--- config.mk ---
export PLATFORM = sky130hd
export DESIGN_NAME = ordered_id_list
export DESIGN_NICKNAME = d
export VERILOG_FILES = /design/src/design/oil_pkg.sv /design/src/design/oil_ram.sv /design/src/design/ordered_id_list.sv
export VERILOG_INCLUDE_DIRS = /design/src /design/src/design
export SDC_FILE = /design/constraint.sdc
export NUM_CORES = 2
export LEC_CHECK = 0
export BUFFER_PORTS_ARGS = -buffer_cell sky130_fd_sc_hd__buf_2
export CAP_MARGIN = 40
export CORE_AREA = 2 2 459 461
export DETAILED_ROUTE_END_ITERATION = 6
export DIE_AREA = 0 0 461 463
export PLACE_DENSITY = 0.64
export SYNTH_ARGS = -nofsm -noshare
export SYNTH_HDL_FRONTEND = slang
export SYNTH_HIERARCHICAL = 1
export SYNTH_SLANG_ARGS = --single-unit
--- constraint.sdc ---
create_clock -name clock -period 6.01 [get_ports clock]
set_clock_uncertainty 0.15 [all_clocks]
set_input_delay 0 -clock clock [delete_from_list [all_inputs] [get_ports clock]]
set_output_delay 0 -clock clock [all_outputs]
set_load 0.03 [all_outputs]
--- src/design/ordered_id_list_defines.svh ---
// Assertion macros for the ordered id list.
`ifndef ORDERED_ID_LIST_DEFINES_SVH
`define ORDERED_ID_LIST_DEFINES_SVH

`ifndef NO_ASSERTIONS
`define OIL_ASSERT_IMP(lbl, ante, cons) \
   lbl: assert property (@(posedge clock) disable iff (reset) (ante) |-> (cons)) \
      else $error("ordered_id_list: same-cycle check failed");
`define OIL_ASSERT_NXT(lbl, ante, cons) \
   lbl: assert property (@(posedge clock) disable iff (reset) (ante) |=> (cons)) \
      else $error("ordered_id_list: next-cycle check failed");
`else
`define OIL_ASSERT_IMP(lbl, ante, cons)
`define OIL_ASSERT_NXT(lbl, ante, cons)
`endif

`endif

--- src/design/oil_pkg.sv ---
`timescale 1ns / 1ps
package oil_pkg;

   localparam int DEPTH   = 64;
   localparam int ADDR_W  = $clog2(DEPTH);
   localparam int CNT_W   = $clog2(DEPTH + 1);
   localparam int SUM_W   = CNT_W + 1;
   localparam int ID_W    = 32;
   localparam int OP_W    = 3;
   localparam int ENTRY_W = 7;

   localparam logic [OP_W-1:0] OP_APPEND   = 3'd0;
   localparam logic [OP_W-1:0] OP_REMOVE   = 3'd1;
   localparam logic [OP_W-1:0] OP_CONTAINS = 3'd2;
   localparam logic [OP_W-1:0] OP_INDEX    = 3'd3;
   localparam logic [OP_W-1:0] OP_CLEAR    = 3'd4;

endpackage

--- src/design/oil_ram.sv ---
`timescale 1ns / 1ps
module oil_ram #(
   parameter int WIDTH = 32,
   parameter int DEPTH = 64
) (
   input  logic                     clock,
   input  logic                     wr_en,
   input  logic [$clog2(DEPTH)-1:0] wr_addr,
   input  logic [WIDTH-1:0]         wr_data,
   input  logic                     rd_en,
   input  logic [$clog2(DEPTH)-1:0] rd_addr,
   output logic [WIDTH-1:0]         rd_data
);

   logic [WIDTH-1:0] mem [DEPTH];
   logic [WIDTH-1:0] rd_data_ff;

   always_ff @(posedge clock) begin
      if (wr_en) begin
         mem[wr_addr] <= wr_data;
      end
      if (rd_en) begin
         rd_data_ff <= mem[rd_addr];
      end
   end

   assign rd_data = rd_data_ff;

endmodule

--- src/design/ordered_id_list.sv ---
`timescale 1ns / 1ps
// Channel | Direction | Handshake             | Word
// req     | in        | req_valid / req_ready | req_opcode, req_id_value
// rsp     | out       | rsp_valid / rsp_ready | rsp_hit, rsp_overflow, rsp_entry_count
//
// Append, index, clear, unused opcodes and lookups on an empty list go from idle straight
// to the done state, which loads the rsp register and returns to idle for the next accept.
// Contains and remove scan the store one entry at a time (one read port, registered read);
// remove then moves each later entry down one place with a read and a write of the RAM.
// req_ready is high only while the sequencer is idle; a finished word waits in the
// sequencer until the rsp register is free. Reset (synchronous) empties the list.
`include "ordered_id_list_defines.svh"
module ordered_id_list
   import oil_pkg::*;
(
   input  logic               clock,
   input  logic               reset,
   input  logic               req_valid,
   output logic               req_ready,
   input  logic [OP_W-1:0]    req_opcode,
   input  logic [ID_W-1:0]    req_id_value,
   output logic               rsp_valid,
   input  logic               rsp_ready,
   output logic               rsp_hit,
   output logic               rsp_overflow,
   output logic [ENTRY_W-1:0] rsp_entry_count
);

   typedef enum logic [2:0] {
      ST_IDLE,
      ST_RD,
      ST_CMP,
      ST_SH_RD,
      ST_SH_WR,
      ST_DONE
   } state_type;

   state_type           state_ff, state_in;
   logic [CNT_W-1:0]    count_ff, count_in;
   logic                rsp_valid_ff, rsp_valid_in;
   logic [OP_W-1:0]     op_ff, op_in;
   logic [ID_W-1:0]     key_ff, key_in;
   logic [ADDR_W-1:0]   addr_ff, addr_in;
   logic                hit_ff, hit_in;
   logic                ovf_ff, ovf_in;
   logic                rsp_hit_ff, rsp_hit_in;
   logic                rsp_ovf_ff, rsp_ovf_in;
   logic [ENTRY_W-1:0]  rsp_cnt_ff, rsp_cnt_in;

   logic                ram_wr_en;
   logic [ADDR_W-1:0]   ram_wr_addr;
   logic [ID_W-1:0]     ram_wr_data;
   logic                ram_rd_en;
   logic [ADDR_W-1:0]   ram_rd_addr;
   logic [ID_W-1:0]     ram_rd_data;

   logic [SUM_W-1:0]    addr_p1;
   logic [SUM_W-1:0]    addr_p2;
   logic [SUM_W-1:0]    count_x;
   logic                accept;

   oil_ram #(
      .WIDTH (ID_W),
      .DEPTH (DEPTH)
   ) u_store (
      .clock   (clock),
      .wr_en   (ram_wr_en),
      .wr_addr (ram_wr_addr),
      .wr_data (ram_wr_data),
      .rd_en   (ram_rd_en),
      .rd_addr (ram_rd_addr),
      .rd_data (ram_rd_data)
   );

   assign accept  = req_valid & req_ready;
   assign addr_p1 = SUM_W'(addr_ff) + SUM_W'(1);
   assign addr_p2 = SUM_W'(addr_ff) + SUM_W'(2);
   assign count_x = SUM_W'(count_ff);

   always_comb begin
      state_in     = state_ff;
      count_in     = count_ff;
      rsp_valid_in = rsp_valid_ff & ~rsp_ready;
      op_in        = op_ff;
      key_in       = key_ff;
      addr_in      = addr_ff;
      hit_in       = hit_ff;
      ovf_in       = ovf_ff;
      rsp_hit_in   = rsp_hit_ff;
      rsp_ovf_in   = rsp_ovf_ff;
      rsp_cnt_in   = rsp_cnt_ff;
      ram_wr_en    = 1'b0;
      ram_wr_addr  = addr_ff;
      ram_wr_data  = ram_rd_data;
      ram_rd_en    = 1'b0;
      ram_rd_addr  = addr_ff;

      case (state_ff)
         ST_IDLE: begin
            if (accept) begin
               op_in    = req_opcode;
               key_in   = req_id_value;
               addr_in  = '0;
               hit_in   = 1'b0;
               ovf_in   = 1'b0;
               state_in = ST_DONE;
               case (req_opcode)
                  OP_APPEND: begin
                     if (count_x < SUM_W'(DEPTH)) begin
                        ram_wr_en   = 1'b1;
                        ram_wr_addr = ADDR_W'(count_ff);
                        ram_wr_data = req_id_value;
                        count_in    = count_ff + CNT_W'(1);
                     end else begin
                        ovf_in = 1'b1;
                     end
                  end
                  OP_REMOVE, OP_CONTAINS: begin
                     if (count_ff != '0) begin
                        state_in = ST_RD;
                     end
                  end
                  OP_INDEX: begin
                     hit_in = (req_id_value < ID_W'(count_ff));
                  end
                  OP_CLEAR: begin
                     count_in = '0;
                  end
                  default: begin
                  end
               endcase
            end
         end
         ST_RD: begin
            ram_rd_en   = 1'b1;
            ram_rd_addr = addr_ff;
            state_in    = ST_CMP;
         end
         ST_CMP: begin
            if (ram_rd_data == key_ff) begin
               hit_in = 1'b1;
               if (op_ff == OP_CONTAINS) begin
                  state_in = ST_DONE;
               end else if (addr_p1 < count_x) begin
                  state_in = ST_SH_RD;
               end else begin
                  count_in = count_ff - CNT_W'(1);
                  state_in = ST_DONE;
               end
            end else if (addr_p1 < count_x) begin
               addr_in  = ADDR_W'(addr_p1);
               state_in = ST_RD;
            end else begin
               state_in = ST_DONE;
            end
         end
         ST_SH_RD: begin
            ram_rd_en   = 1'b1;
            ram_rd_addr = ADDR_W'(addr_p1);
            state_in    = ST_SH_WR;
         end
         ST_SH_WR: begin
            ram_wr_en   = 1'b1;
            ram_wr_addr = addr_ff;
            ram_wr_data = ram_rd_data;
            if (addr_p2 < count_x) begin
               addr_in  = ADDR_W'(addr_p1);
               state_in = ST_SH_RD;
            end else begin
               count_in = count_ff - CNT_W'(1);
               state_in = ST_DONE;
            end
         end
         ST_DONE: begin
            if (!rsp_valid_ff || rsp_ready) begin
               rsp_valid_in = 1'b1;
               rsp_hit_in   = hit_ff;
               rsp_ovf_in   = ovf_ff;
               rsp_cnt_in   = ENTRY_W'(count_ff);
               state_in     = ST_IDLE;
            end
         end
         default: begin
            state_in = ST_IDLE;
         end
      endcase
   end

   always_ff @(posedge clock) begin
      if (reset) begin
         state_ff     <= ST_IDLE;
         count_ff     <= '0;
         rsp_valid_ff <= 1'b0;
      end else begin
         state_ff     <= state_in;
         count_ff     <= count_in;
         rsp_valid_ff <= rsp_valid_in;
      end
      op_ff      <= op_in;
      key_ff     <= key_in;
      addr_ff    <= addr_in;
      hit_ff     <= hit_in;
      ovf_ff     <= ovf_in;
      rsp_hit_ff <= rsp_hit_in;
      rsp_ovf_ff <= rsp_ovf_in;
      rsp_cnt_ff <= rsp_cnt_in;
   end

   assign req_ready       = (state_ff == ST_IDLE);
   assign rsp_valid       = rsp_valid_ff;
   assign rsp_hit         = rsp_hit_ff;
   assign rsp_overflow    = rsp_ovf_ff;
   assign rsp_entry_count = rsp_cnt_ff;

   `OIL_ASSERT_IMP(a_count_range, 1'b1, count_ff <= CNT_W'(DEPTH))
   `OIL_ASSERT_IMP(a_ovf_full, rsp_valid_ff && rsp_ovf_ff, rsp_cnt_ff == ENTRY_W'(DEPTH))
   `OIL_ASSERT_NXT(a_busy_count_step, state_ff != ST_IDLE, (count_ff == $past(count_ff)) || (count_ff == $past(count_ff) - CNT_W'(1)))
   `OIL_ASSERT_IMP(a_shift_in_range, state_ff == ST_SH_WR, addr_p1 < count_x)

endmodule

## Word level (Yosys, flattened, before mapping)

Memories as Yosys holds them, arrays and structs flattened. A register that Yosys moved wholly into a read port is not among the register bits.
Cells that the tools add are included.

| storage, ports and cells | value |
|---|---|
| register bits after elaboration | 63 |
| memory bits (writable) | 2048 |
| input port bits | 39 |
| output and inout bits | 11 |
| word-level logic and storage cells | 106 |
| memories kept | 1 |

Memory list:

| memory | depth | width | read ports | clocked after memory_dff | wr ports | line | text |
|---|---|---|---|---|---|---|---|
| u_store.mem | 64 | 32 | 1 | 1 | 1 | oil_ram.sv:15 | `logic [WIDTH-1:0] mem [DEPTH];` |

| operators by class | value |
|---|---|
| $add $sub $neg | 4 |
| magnitude comparators | 4 |
| equal/unequal tests | 22 |
| muxes and demuxes | 46 |
| bitwise gates (word level) | 3 |
| reductions and logical operators | 15 |

Operators by type and width:

| cell | number |
|---|---|
| $mux W32 | 4 |
| $mux W6 | 9 |
| $mux W7 | 6 |
| $eq A32 B32 Y1 | 1 |
| $lt A32 B7 Y1 | 1 |
| $mux W3 | 9 |
| $pmux W7 S3 | 1 |
| $pmux W3 S6 | 1 |
| $pmux W6 S3 | 1 |
| $ne A2 B2 Y1 const B | 8 |
| $eq A3 B2 Y1 const B | 5 |
| $lt A7 B7 Y1 | 2 |
| $pmux W7 S2 | 1 |
| $mux W1 | 12 |
| $eq A3 B3 Y1 const B | 3 |
| $reduce_and A8 Y1 | 1 |
| $add A6 B1 Y7 const B | 1 |
| $add A6 B2 Y7 const B | 1 |
| $add A7 B1 Y7 const B | 1 |
| $lt A7 B7 Y1 const B | 1 |
| $reduce_bool A7 Y1 | 1 |
| $sub A7 B1 Y7 const B | 1 |
| $eq A3 B1 Y1 const B | 2 |
| $logic_not A3 Y1 | 2 |
| 14 further kinds | 19 |

## Logic depth before layout (Yosys ltp)

| depth | value |
|---|---|
| depth in word-level cells | 7 |
| mapped depth | 15 |
| depth with buffers taken out | 10 |

## By module

Netlist, hierarchy kept.

Modules (own cells, without submodules):

| module | times used | cells each | area an instance (µm²) | sequential area each (µm²) |
|---|---|---|---|---|
| oil_ram | 1 | 3324 | 78835.6 | 62459.9 |
| ordered_id_list | 1 | 405 | 4227.8 | 1781.7 |

## Least setup slack after synthesis

Ideal clock, no wire load.

| timing | value |
|---|---|
| kind | flip-flop to flip-flop |
| start | register state_ff[1] |
| end | memory u_store.mem[49][0], enable pin |
| setup time | 461 ps |
| arrival time | 4944 ps |
| data required time | 5399 ps |
| setup slack | 455 ps |
| cell stages (with the launch flop) | 13 |
| path buffers | 3 |
| period minus slack after synthesis | 5555 ps |
| cells stage by stage | dfxtp_1 -> buf_2 -> nor3_2 -> nand2_1 -> inv_2 -> nand3_2 -> clkbuf_1 -> nand2_1 -> o21ai_1 -> clkbuf_1 -> nor2b_1 -> nand4_1 -> nor3_1 |

| on the way | value |
|---|---|
| elaborated cells between the ends (all ways) | 9 |
| those cells by class | eq/ne (1); mux (6); bitwise (1); reduce/logical (1) |

RTL lines:

| element | line | text |
|---|---|---|
| start: declaration | ordered_id_list.sv:38 | `state_type state_ff, state_in;` |
| start signal: assignment | ordered_id_list.sv:195 | `state_ff <= state_in;` |
| $logic_not A3 Y1 * | ordered_id_list.sv:209 | `assign req_ready = (state_ff == ST_IDLE);` |
| named net req_ready | ordered_id_list.sv:19 | `output logic req_ready,` |
| $and A1 B1 Y1 | ordered_id_list.sv:75 | `assign accept = req_valid & req_ready;` |
| $mux W6 | ordered_id_list.sv:100 | `if (accept) begin` |
| $mux W6 * | ordered_id_list.sv:98 | `case (state_ff)` |
| named net ram_wr_addr[3] | ordered_id_list.sv:51 | `logic [ADDR_W-1:0] ram_wr_addr;` |
| end: declaration | oil_ram.sv:15 |  |

Mark *: on every way through the listed nets, which the timed path passes. The rest lies on a longest branch.

## Worst setup path after layout

| timing | value |
|---|---|
| start | register state_ff[1] |
| end | register u_store.rd_data_ff[16] (netlist: u_store/rd_data[16]) (read register of u_store.mem), data pin |

| on the way | value |
|---|---|
| elaborated cells between the ends (all ways) | 5 |
| those cells by class | eq/ne (2); mux (2); reduce/logical (1) |

RTL lines:

| element | line | text |
|---|---|---|
| $eq A3 B2 Y1 | ordered_id_list.sv:98 |  |
| $mux W6 | ordered_id_list.sv:98 |  |
| named net ram_rd_addr[3] | ordered_id_list.sv:54 | `logic [ADDR_W-1:0] ram_rd_addr;` |
| end: declaration | oil_ram.sv:16 | `logic [WIDTH-1:0] rd_data_ff;` |

The timed path passes the listed nets, and every way through them passes these cells.
A chain may end at the register's enable or synchronous reset.

==> summary.txt <==
Logic synthesis
  – Main synth FF type: edfxtp_1
  – Post-Synthesis Net Count: 3791
  – Avg Cell Area, Syn: 22.3 sq um
  – Synth Cell Area: 83100 sq um
  – Post-synth EDFFs: 2132
  – Syn. warnings: 6
  – Synthesis-stage register bit count: 2143
  – Synthesized instance count: 3729
  – Distinct cells, synth: 70
  – Synth area leaders: edfxtp_1, mux4_2, mux2i_1, nor2_1, o22ai_1
  – Count leader, synth: edfxtp_1
  – Part of the Yosys area used for sequential elements: 77.3%
  – Asr flop ratio synth: 0%
  – Synth cell count leaders: edfxtp_1, mux4_2, nor2_1, mux2i_1, o22ai_1
  – Area leader, netlist: edfxtp_1
  – Top-area cell type share of the netlist area: 77.1%

Placed design
  – Post-DP HPWL: 126 mm
  – Dpl cells: 6579
  – Area after DPL: 88300 sq um
  – Routability cong.: 0.917
  – Port Buffers: 49
  – Place WS: 1.05 ns

Critical path
  – CP max FO: 36
  – Reg2Reg Depth: 9
  – Startpoint types: flop
  – Critical path class: flop to flop
  – WP data arrival: 5.44 ns
  – Crit end category: flop
  – Critical Path RT: 6.38 ns

Routing
  – Total number of vias: 41300
  – DR WL/cell: 31.0 um
  – Antenna Violating Nets Remaining: 0
  – Drt first-iter violations: 5697
  – Drt pass-1 iters: 5
  – Drt drc: 0
  – WL final: 218 mm
  – Via density per instance: 5.87

Worst hold path
  – Hold/Removal Path Class: input pin to flop
  – Worst hold path depth: 6

Finish
  – Fill cells: 17100
  – Final instance area: 95600 sq um
  – Final Non-Filler Cells: 7047
  – Register area: 64200 sq um
  – Fraction of layout cells with a size suffix above 1: 28.1%
  – Final net count: 4125
  – Area delta synth->final: 15.1%
  – Multi-input logic area: 18300 sq um

Floorplanning
  – DIE HEIGHT: 463 um
  – Die area: 213000 sq um
  – Die W: 461 um
  – Core Region: 209000 sq um
  – # rows: 168
  – Initial Utilization: 39.8%
  – IO Pins: 50

Timing
  – RSZ-0062 raised after global routing: no
  – Hold Vio Cnt, Final: 0
  – Max Freq: 197 MHz
  – Setup TNS: 0 ns
  – Fin crit period: 5.06 ns
  – Slew @ Worst Pin: 0.948 ns
  – Final critical-path share of the clock period: 84.3%
  – Max Slew Vio Count: 0
  – Hold WS: 0.155 ns
  – Setup violators final: 0
  – Slew margin rel.: 36.6%
  – Final WS setup: 0.945 ns

Clocking
  – Post-CTS Setup Bufs: 0
  – Inserted Clock Buffers: 207
  – CTS tree: built
  – CTS Buffer Depth: 3
  – Clock Tree Root: clkbuf_16
  – CTS H-tree lvls: 4
  – Clock Latency Late Sink: 0.85 ns
  – Clock sink count: 2143
  – Hold-fix buffers at CTS: 78
  – Worst-path clk slew: 0.06 ns
  – Cts repair resizes: 0

Pwr
  – Sequential Power Share: 40.6%
  – Combinational group share of total power: 32.7%
  – Int Power: 31.6 mW
  – Peak supply drop: 0.480 mV
  – Clock power share: 26.7%
  – Power per Cell Area: 492 nW/um^2
  – LEAKAGE: 29.5 nW
  – Switching component of the power: 15.5 mW
  – Switch share: 32.9%

Global routing
  – Largest net degree at the start of global routing: 88
  – Antenna violations before repair: 13
  – Total Routing Usage GR: 20.3%
  – First-pass GRT wire length: 308 mm
  – Number of global-route vias before repair: 41000
  – GRT Residual Overflow: 0

Outcome
  – Status: finished clean

Run
  – Maxcap violations: 0
-- layout make-up --
| class | instances | area share (%) |
|---|---|---|
| timing repair buffer | 327 | 3.10 |
| tap | 2805 | 3.67 |
| sequential | 2143 | 67.2 |
| clock inverter | 122 | 1.12 |
| clock buffer | 262 | 5.70 |
| inverter | 14 | 0.0549 |
| antenna | 4 | 0.0105 |
| multi-input combinational | 1370 | 19.2 |
-- flip-flops by register name (all words and copies together), names as in the netlist, 3 cells and up --
register and count:
addr_ff 6, count_ff 7, key_ff 32, op_ff 3, rsp_entry_count 7, state_ff 3
u_store/mem 2048, u_store/rd_data 32
-- power groups by stage --
stage | logic, mW | clock network, mW | registers [mW]
5_1_grt | 16.1 | 13.3 | 19.1
2_1_floorplan | 9.62 | 0 | 19.3
6_report | 15.4 | 12.6 | 19.1
4_1_cts | 15.4 | 12.8 | 19.1
3_5_place_dp | 15.3 | 0 | 19.4
3_3_place_gp | 15.0 | 0 | 19.4
-- layout by cell type, fill, tap and decap left out, types with 6 or more instances in the layout --
cell type,instances
buf_4,165
clkbuf_16,210
clkinv_1,58
buf_2,49
nor3_1,24
o221ai_1,27
inv_16,6
mux4_2,544
a21oi_1,73
nand2b_1,11
xnor2_1,6
a31oi_1,7
and2_1,11
mux2i_1,95
xor2_1,34
nor2_4,62
a22oi_1,12
and3_1,7
bufinv_16,13
nand2_1,54
edfxtp_1,2132
nand3_1,21
nor2b_1,17
o22ai_1,86
inv_1,12
a311oi_1,9
nand4_1,9
clkbuf_1,52
buf_12,28
mux2_2,32
dlygate4sd3_1,78
dfxtp_1,11
clkinv_2,34
nor2_1,94
ha_1,23
o32ai_1,6
o21ai_1,10
nor4_1,16
-- per-stage QoR --
stage	utilization (%)	total power, mW
6_report	45.9	47.0
3_5_place_dp	42.4	34.7
3_3_place_gp	42.2	34.4
2_1_floorplan	-	28.9
5_1_grt	45.9	48.6
4_1_cts	45.9	47.2
-- worst paths after layout --
path	from	to	slack, ns
hold reg to reg	ovf_ff	rsp_overflow	0.33
setup reg to reg	state_ff[1]	u_store/rd_data[16]	0.95
hold / removal	req_opcode[1]	state_ff[2]	0.15
setup / recovery	state_ff[1]	u_store/rd_data[16]	0.95
-- per-layer routing --
metal | wire [um] | GRT usage (%) | up-vias
met5 | 16 | 0 | -
met4 | 7080 | 6.49 | 4
met3 | 21700 | 4.49 | 362
met2 | 104000 | 31.7 | 2201
met1 | 85800 | 28.5 | 22300
li1 | - | - | 16500
-- cell families (layout without fill, tap and decap cells) --
logic type,after synthesis,count (layout),synth area share (%)
adder cells (fa/ha/maj),23,23,0.346
AND/OR/NAND/NOR,365,365,2.12
AO/OA/AOI/OAI,263,263,2.09
other,0,4,0
multiplexers,673,673,16.4
XOR/XNOR,46,46,0.494
flip-flops,2143,2143,77.3
buffers and inverters,216,725,1.25
-- worst max-delay path, stage by stage, from the launching register on --
cell	delay [ns]
dfxtp_1	0.72
nor2b_1	0.28
nand2_1	0.23
nor2_1	0.35
xor2_4	0.66
buf_4	0.31
buf_4	0.63
mux4_2	0.49
o22ai_1	0.70
nor2_1	0.13
Power figures use the tool's default switching activity.
